--- src/rtl/core/tws_ram.sv ---
`timescale 1ns / 1ps
// ----------------------------------------------------------------------------
// tws_ram
// generic single-write, single-read ram with registered read data
// ----------------------------------------------------------------------------
module tws_ram #(
    parameter int WIDTH = 8,
    parameter int DEPTH = 16,
    parameter int ADDR_W = (DEPTH > 1) ? $clog2(DEPTH) : 1
) (
    input  logic              clk,
    input  logic              we,
    input  logic [ADDR_W-1:0] waddr,
    input  logic [WIDTH-1:0]  wdata,
    input  logic [ADDR_W-1:0] raddr,
    output logic [WIDTH-1:0]  rdata
);

    logic [WIDTH-1:0] mem [DEPTH];

    always_ff @(posedge clk)
    begin
        if (we)
        begin
            mem[waddr] <= wdata;
        end
        rdata <= mem[raddr];
    end

endmodule

--- config.mk ---
export PLATFORM = sky130hd
export DESIGN_NAME = tws_ram
export DESIGN_NICKNAME = d
export VERILOG_FILES = /design/src/rtl/core/tws_ram.sv
export SDC_FILE = /design/constraint.sdc
export NUM_CORES = 1
export LEC_CHECK = 0
export BUFFER_PORTS_ARGS = -buffer_cell sky130_fd_sc_hd__buf_2
export CORE_UTILIZATION = 60
export CTS_CLUSTER_DIAMETER = 80
export CTS_CLUSTER_SIZE = 20
export DETAILED_ROUTE_END_ITERATION = 10
export PLACE_DENSITY = 0.82
export SETUP_SLACK_MARGIN = 0.3
export SLEW_MARGIN = 20
export SYNTH_ARGS = -nofsm -noshare
export SYNTH_HDL_FRONTEND = slang
export SYNTH_SLANG_ARGS = --single-unit
--- constraint.sdc ---
create_clock -name clk -period 2.1 [get_ports clk]
set_clock_uncertainty 0.15 [all_clocks]
set_input_delay 0.315 -clock clk [delete_from_list [all_inputs] [get_ports clk]]
set_output_delay 0.315 -clock clk [all_outputs]
set_load 0.05 [all_outputs]
==> run_results.csv, run 1 <==
group,metric,value,unit
critical_path,worst-path-buf-inv,1,
critical_path,critical_path_class,"reg -> out",
timing,tightest_slew,0.380,ns
yosys,yosys.area.top_type_share,0.747,
timing,finalCriticalPeriod,1.61,ns
timing,rsz0062_at_grt,"no",
drt,drc,0,
finish,seqCellArea,4000,sq um
cts,htree_levels,4,
finish,layout.cells.most_common,"edfxtp_1",
drt,vias_per_cell,6.24,
timing,fmax,622,MHz
finish,n_fill_cell,448,
timing,fin_setup_tns,0,ns
cts,clkTransAtPathRegs,0.06,ns
cts,clockBufferDepth,2,
cts,tritoncts,"built",
yosys,synthTopCellsByArea,"edfxtp_1 75%, mux4_2 7.9%, mux4_1 7.1%",
die,die_area,8950,sq um
die,num_rows,33,
global_routing,grt_first_pass_wirelength,14400,microns
worst_hold_path,worstHoldStart,"wdata[2]",
pwr,power_density,1040,nW/um^2
cts,cts_made_buffers,17,
critical_path,critPathMaxStageDelay,0.36,ns
critical_path,cp_data_required_time,1.63,ns
run_status,status,"finished, final reports clean",
critical_path,arrival,1.14,ns
finish,antenna_cells,0,
global_routing,grt_overflow,0,
yosys,synth_area,5150,sq um
yosys,synth_seq_cells,136,
timing,report.final.slew_viol_count,0,
yosys,synth_cell_types,19,
finish,syn2layout_area_growth,18.6,%
drt,wl_per_cell,23.5,microns
finish,layout_common_cells,"128 x edfxtp_1, 25 x buf_2, 19 x buf_4",
yosys,yosys.area.top_type,"edfxtp_1",
yosys,netlist_instances,229,
timing,setup_ws,0.492,ns
global_routing,grt_max_degree,33,
timing,max_slew_margin,0.746,
placement,gp_congestion,0.767,
timing,finalSetupViolCount,0,
drt,postRouteWirelength,9460,microns
placement,pre_cts_slack,0.178,ns
cts,holdBufCountCts,0,
worst_hold_path,hp-class,"in -> reg",
drt,drtIter0Drc,313,
pwr,p_leak,2.10,nW
critical_path,timing.rr.start,"mem[3][7]",
pwr,ir_drop,0.764,mV
critical_path,crit_family,"flip-flops",
yosys,yosys_warnings,0,
critical_path,cp-end-kind,"output pin",
yosys,yosysSeqAreaShare,0.778,
cts,cts_setup_buffers,0,
die,die_h,94.6,microns
die,io_pins,26,
timing,min_period_over_period,0.766,
critical_path,start_kind,"flip-flop",
global_routing,first_global_vias,2486,
critical_path,crit_fanout,1,
cts,ctsRootBufferMaster,"clkbuf_8",
global_routing,grt_antenna_before_repair,0,
pwr,power,6.36,mW
drt,ant_nets,0,
yosys,synthesis.nets,247,
job,max-cap-violations,0,
finish,drive_above_1_share,0.313,
placement,hpwl,5910,microns
die,core_area,8260,sq um
timing,hold_violations,0,
critical_path,critical_path.cell_chain,"buf_2",
die,start_util,0.623,
drt,first_pass_iters,5,
critical_path,slowest_stage,"dfxtp_1",
global_routing,grt_usage,0.237,
cts,cts-resized-gates,0,
cts,clock_sinks,136,
finish,fin_nets,302,
die,fp.dieW,94.6,microns
finish,multi_input_area,1060,sq um
critical_path,cp-startpoint,"rdata[6]",
yosys,avgSynthCellArea,22.5,sq um
drt,route.vias.total,2510,
cts,clock_latency,0.51,ns
placement,portBuffers,25,
cell usage after synthesis, drive strengths merged:
cell / n
nand3b: 2
clkdlybuf4s25: 3
and2: 1
nand2b: 2
edfxtp: 128
dfxtp: 8
mux4: 32
nor3: 4
and2b: 1
nand2: 9
nor2b: 1
a22oi: 16
nand3: 1
nor2: 13
buf: 7
or3b: 1
cells by family after synthesis:
kind of cell | share of synthesized area
flip-flops | 0.778
AO/OA/AOI/OAI | 0.0233
buffers and inverters | 0.0168
multiplexers | 0.150
AND/OR/NAND/NOR | 0.0318
metrics by stage:
step                      hold WS (ns)  utilization  cells  instance area [sq um]
after floorplan                  0.264            -    229                   5150
after global placement           0.506        0.667    370                   5510
after detailed placement         0.504        0.667    370                   5510
after CTS                       0.0259        0.739    402                   6100
after global routing            0.0404        0.739    402                   6100
final                           0.0371        0.739    402                   6100
routing by layer:
metal / global-route usage / wire, microns / vias up
li1: - / - / 1080
met1: 0.356 / 4010 / 1259
met2: 0.342 / 4550 / 152
met3: 0.0507 / 711 / 19
met4: 0.105 / 184 / 0
met5: 0 / 0 / -
state kept, by name, summed over array words and instances (netlist names):
register and count:
mem 128, rdata 8
path summary, 6_finish.rpt:
check | endpoint | depth (start not counted) | slack (ns)
max | rdata[6] | 1 | 0.49
min | mem[11][2] | 1 | 0.04
max reg2reg | rdata[7] | 3 | 0.57
min reg2reg | rdata[5] | 3 | 0.52
where the power goes:
group	switching (mW)	leakage, nW	internal, mW
Sequential	0.0199	1.22	3.04
Clock	1.05	0.285	1.92
Combinational	0.218	0.592	0.125
cell type report:
type	instances	area share
timing repair buffer	46	0.0504
clock inverter	13	0.0291
tap	105	0.0215
sequential	136	0.656
clock buffer	19	0.0691
multi-input combinational	83	0.174
No activity file was read; power rests on OpenSTA's default activity.
==> inputs of run 2 (changes only) <==
- ABC_AREA: not set -> 1
- CORE_UTILIZATION: 60 -> 55
- PLACE_DENSITY: 0.82 -> 0.79
- clock period: 2.1 -> 1.4 ns (I/O delays scaled with it)
==> run_results.csv, run 2 <==
group,metric,value,unit
yosys,yosys.area.top_type_share,0.667,
global_routing,grt_max_degree,54,
die,num_rows,37,
cts,clock_sinks,136,
yosys,yosys_warnings,0,
yosys,synthTopCellsByArea,"edfxtp_1 67%, nand2_1 11%, nand3_1 8.4%",
critical_path,critPathMaxStageDelay,0.34,ns
yosys,netlist_top_cells_count,"173 x nand2_1, 128 x edfxtp_1, 100 x inv_1",
critical_path,start_kind,"flip-flop",
pwr,power_density,1350,nW/um^2
finish,drive_above_1_share,0.271,
drt,postRouteWirelength,13600,microns
finish,layout_common_cells,"162 x nand2_1, 128 x edfxtp_1, 100 x inv_1",
timing,tightest_slew,0.414,ns
finish,largest_register,"mem",
placement,hpwl,7930,microns
global_routing,grt_antenna_before_repair,0,
yosys,yosys.cell_count.top_type,"nand2_1",
finish,largest_reg_flops,128,
critical_path,critical_path_class,"reg -> out",
die,die_h,104,microns
yosys,synth_cell_types,12,
die,io_pins,26,
timing,finalSetupViolCount,0,
timing,report.final.slew_viol_count,0,
critical_path,cp_data_required_time,1.04,ns
timing,rsz0062_at_grt,"yes",
critical_path,slowest_stage,"dfxtp_2",
critical_path,crit_fanout,1,
placement,gp_congestion,0.812,
finish,final_cell_count_no_fill,748,
critical_path,cp-end-kind,"output pin",
placement,pre_cts_slack,-0.0184,ns
cts,clkTransAtPathRegs,0.06,ns
die,fp.dieW,104,microns
critical_path,critical_path.cell_chain,"buf_8",
run_status,failed_checks,"negative hold slack",
timing,max_slew_margin,0.724,
global_routing,grt_first_pass_wirelength,21000,microns
yosys,synthArstFlopShare,0,
timing,hold_violations,8,
yosys,synth_seq_cells,136,
finish,antenna_cells,0,
yosys,yosysSeqAreaShare,0.694,
timing,min_period_over_period,0.982,
yosys,avgSynthCellArea,10.5,sq um
cts,holdBufCountCts,9,
cts,cts_made_buffers,17,
placement,dp.cells,708,
worst_hold_path,whs_path_depth,3,
global_routing,grt_usage,0.266,
worst_hold_path,hp-class,"in -> reg",
critical_path,cp.depth,1,
placement,portBuffers,25,
cts,tritoncts,"built",
timing,fin_hold_ws,-0.0717,ns
drt,drc,0,
drt,route.vias.total,4105,
job,max-cap-violations,0,
critical_path,crit_family,"flip-flops",
drt,vias_per_cell,5.49,
global_routing,grt_overflow,0,
yosys,synth_edf_count,128,
timing,fmax,727,MHz
drt,drtIter0Drc,322,
finish,reg.largest.list,"mem: 128 flops, rdata: 8 flops",
pwr,p_leak,3.09,nW
yosys,synth_top_flop_cell,"edfxtp_1",
finish,fin_nets,617,
die,core_area,10200,sq um
finish,syn2layout_area_growth,25.7,%
cts,clockBufferDepth,2,
yosys,synthesis.nets,569,
drt,first_pass_iters,5,
die,die_area,10900,sq um
pwr,ir_drop,0.834,mV
finish,layout.cells.most_common,"nand2_1",
cts,ctsRootBufferMaster,"clkbuf_8",
cts,clock_latency,0.53,ns
critical_path,r2r_cells,6,
drt,wl_per_cell,18.2,microns
timing,finalCriticalPeriod,1.37,ns
yosys,yosys.area.top_type,"edfxtp_1",
cts,htree_levels,4,
yosys,synth_area,5770,sq um
drt,ant_nets,0,
critical_path,worst-path-buf-inv,1,
critical_path,arrival,1.01,ns
yosys,netlist_instances,551,
run_status,status,"finished with violations",
global_routing,first_global_vias,4044,
die,start_util,0.564,
timing,setup_ws,0.0252,ns
run 2: cell types whose count changed after synthesis, sizes merged, moves of 2 or more:
| cell | delta |
|---|---|
| inv | +102 |
| nand2 | +164 |
| nand2b | -2 |
| nor2 | +4 |
| a22oi | -16 |
| buf | +17 |
| mux4 | -32 |
| nand3 | +96 |
| nor3 | -4 |
| clkdlybuf4s25 | -3 |
run 2: timing repair:
action / 4_1_cts / 5_1_grt
gates resized for setup: 45 / 43
pin swaps: 8 / 35
endpoints found under the hold margin: 136 / 8
setup endpoints to repair: 16 / 16
setup buffers: 0 / 0
run 2: metrics by stage:
step                area (sq um)  TNS [ns]  power (mW)   util  hold WS [ns]
finish                      7250         0        9.76  0.708       -0.0717
global route                7250         0        10.0  0.708       -0.0589
CTS                         7060         0        9.72  0.690       0.00402
detailed placement          6240    -0.350        5.36  0.610         0.437
global placement            6240         0        5.34  0.610         0.433
floorplan                   5870         0        5.09      -         0.159
run 2: power breakdown:
| group | internal [mW] | total [mW] | switching [mW] |
|---|---|---|---|
| Sequential | 4.56 | 4.59 | 0.0348 |
| Combinational | 0.281 | 0.847 | 0.567 |
| Clock | 2.69 | 4.32 | 1.64 |
| Total | 7.53 | 9.76 | 2.24 |
run 2: per-layer routing:
metal  vias up  global-route usage  wire length [microns]
met1      1962               0.341                   5280
met3        34              0.0608                   1170
met5         -                   0                      0
met4         0               0.140                    329
li1       1873                   -                      -
met2       236               0.423                   6860
run 2: worst paths after layout:
| path | startpoint | to | slack (ns) |
|---|---|---|---|
| worst min-delay path | raddr[3] | rdata[7] | -0.07 |
| worst max-delay path | rdata[4] | rdata[4] | 0.03 |
| worst min register to register | mem[14][7] | rdata[7] | 0.55 |
| worst max register to register | mem[1][5] | rdata[5] | 0.24 |
run 2: logic make-up after synthesis:
group                  Yosys count  share of synthesized area
AND/OR/NAND/NOR                289                      0.210
flip-flops                     136                      0.694
buffers and inverters          126                     0.0952
run 2: area by class of cell:
type | instances | area (sq um)
Timing Repair Buffer | 53 | 512
Fill cell | 652 | 2980
Multi-Input combinational cell | 289 | 1590
Tap cell | 136 | 170
Clock inverter | 14 | 158
Inverter | 102 | 383
Sequential cell | 136 | 4010
Clock buffer | 18 | 418
==> inputs of run 3 (changes only) <==
- CORE_MARGIN: not set -> 1
- GPL_TIMING_DRIVEN: not set -> 0
==> run_results.csv, run 3 (same netlist as run 2, synthesis figures left out) <==
group,metric,value,unit
drt,postRouteWirelength,16300,microns
die,fp.dieW,104,microns
critical_path,r2r_cells,6,
cts,clkTransAtPathRegs,0.06,ns
drt,ant_nets,0,
timing,max_slew_margin,0.569,
drt,route.vias.total,4408,
pwr,ir_drop,0.704,mV
pwr,power,10.4,mW
global_routing,first_global_vias,4342,
placement,dp.cells,709,
worst_hold_path,worstHoldStart,"raddr[1]",
timing,finalSetupViolCount,0,
critical_path,cp-end-kind,"output pin",
critical_path,slowest_stage,"dfxtp_2",
worst_hold_path,whs_path_depth,5,
cts,htree_levels,4,
global_routing,grt_usage,0.293,
cts,tritoncts,"built",
critical_path,start_kind,"flip-flop",
critical_path,arrival,1.01,ns
die,start_util,0.564,
critical_path,critical_path.cell_chain,"buf_6",
pwr,pwr-share-comb,0.087,
timing,rsz0062_at_grt,"yes",
finish,drive_above_1_share,0.288,
placement,hpwl,8860,microns
finish,syn2layout_area_growth,27.9,%
drt,drtIter0Drc,618,
critical_path,worst-path-buf-inv,1,
drt,drc,0,
pwr,p_int,8.07,mW
finish,layout_common_cells,"156 x nand2_1, 128 x edfxtp_1, 98 x inv_1",
timing,hold_violations,0,
global_routing,grt_max_degree,17,
timing,report.final.slew_viol_count,0,
job,max-cap-violations,0,
critical_path,critical_path_class,"reg -> out",
global_routing,grt_antenna_before_repair,0,
die,core_area,10200,sq um
pwr,p_leak,3.13,nW
critical_path,critPathMaxStageDelay,0.33,ns
cts,cts_made_buffers,17,
finish,antenna_cells,0,
finish,fin_area,7380,sq um
timing,fmax,731,MHz
pwr,swShare,0.226,
finish,fin_nets,624,
critical_path,crit_fanout,1,
critical_path,crit_family,"flip-flops",
pwr,p_switching,2.35,mW
die,num_rows,37,
timing,finalCriticalPeriod,1.37,ns
placement,portBuffers,22,
drt,wl_per_cell,21.5,microns
critical_path,cp_data_required_time,1.04,ns
die,die_area,10900,sq um
finish,layout.cells.most_common,"nand2_1",
worst_hold_path,hp-class,"in -> reg",
drt,vias_per_cell,5.84,
placement,postPlaceCellArea,6150,sq um
cts,clockBufferDepth,2,
finish,final_cell_count_no_fill,755,
cts,clock_sinks,136,
critical_path,ff2ff_setup_slack,0.20,ns
critical_path,timing.rr.start,"mem[0][0]",
die,io_pins,26,
critical_path,r2r-end,"rdata[0]",
die,die_h,104,microns
timing,tightest_slew,0.646,ns
pwr,power_frac_clock,0.473,
timing,min_period_over_period,0.977,
global_routing,grt_overflow,0,
finish,largest_register,"mem",
placement,gp_congestion,0.880,
worst_hold_path,min_to,"rdata[1]",
drt,first_pass_iters,7,
pwr,power_density,1410,nW/um^2
global_routing,grt_first_pass_wirelength,23100,microns
finish,largest_reg_flops,128,
finish,reg.largest.list,"mem: 128 flops, rdata: 8 flops",
timing,fin_setup_tns,0,ns
pwr,pwr-share-seq,0.440,
run_status,status,"finished, final reports clean",
cts,clock_latency,0.52,ns
cts,ctsRootBufferMaster,"clkbuf_8",
==> run 3: cell types whose count changed in the layout (fill, tap and decap cells not counted), sizes merged <==
cell,delta
clkinvlp,-2
clkinv,-1
bufinv,+3
dlygate4sd3,+2
buf,+5
==> run 3: repair_timing <==
item	in CTS	in global routing
hold buffers	10	0
pin swaps	13	35
endpoints found under the setup margin	40	65
buffers inserted	0	4
hold endpoints to repair	133	0
gates resized for setup	57	46
==> run 3: worst max path at each step <==
stage	from	to	slack (ns)	cells after the start
CTS	rdata[1]	rdata[1]	0.04	1
floorplan	waddr[2]	mem[10][0]	0.17	2
finish	rdata[1]	rdata[1]	0.03	1
detailed placement	waddr[3]	mem[7][1]	-0.31	3
global placement	waddr[3]	mem[7][1]	-0.27	3
global route	rdata[1]	rdata[1]	0.02	1
==> run 3: layout make-up <==
| type | count | area (sq um) |
|---|---|---|
| Multi-Input combinational cell | 289 | 1660 |
| Sequential cell | 136 | 4010 |
| Tap cell | 136 | 170 |
| Fill cell | 580 | 2850 |
| Clock inverter | 14 | 229 |
| Clock buffer | 18 | 418 |
| Inverter | 102 | 383 |
| Timing Repair Buffer | 36 | 339 |
| Buffer | 24 | 166 |
==> run 3: metal layers <==
| metal | global-route usage | wire length (microns) | share of wire | vias to the layer above |
|---|---|---|---|---|
| li1 | - | - | - | 1888 |
| met3 | 0.0677 | 1970 | 0.12 | 74 |
| met1 | 0.372 | 5690 | 0.35 | 2069 |
| met2 | 0.444 | 7830 | 0.48 | 377 |
| met5 | 0 | 0 | 0 | - |
| met4 | 0.213 | 772 | 0.047 | 0 |
==> run 3: through the flow <==
step           worst slack [ns]  utilization  hold WS [ns]
2_1_floorplan             0.166            -         0.159
3_3_place_gp             -0.267        0.601         0.471
3_5_place_dp             -0.306        0.601         0.474
4_1_cts                  0.0358        0.695       0.00319
5_1_grt                  0.0180        0.721        0.0431
6_report                 0.0324        0.721        0.0388
==> run 3: power by group through the flow <==
stage | clock network, mW | logic [mW] | registers [mW]
floorplan | 0 | 0.343 | 4.75
global route | 5.06 | 0.938 | 4.60
CTS | 4.88 | 0.799 | 4.59
global placement | 0 | 0.671 | 4.65
finish | 4.93 | 0.905 | 4.59
detailed placement | 0 | 0.690 | 4.66
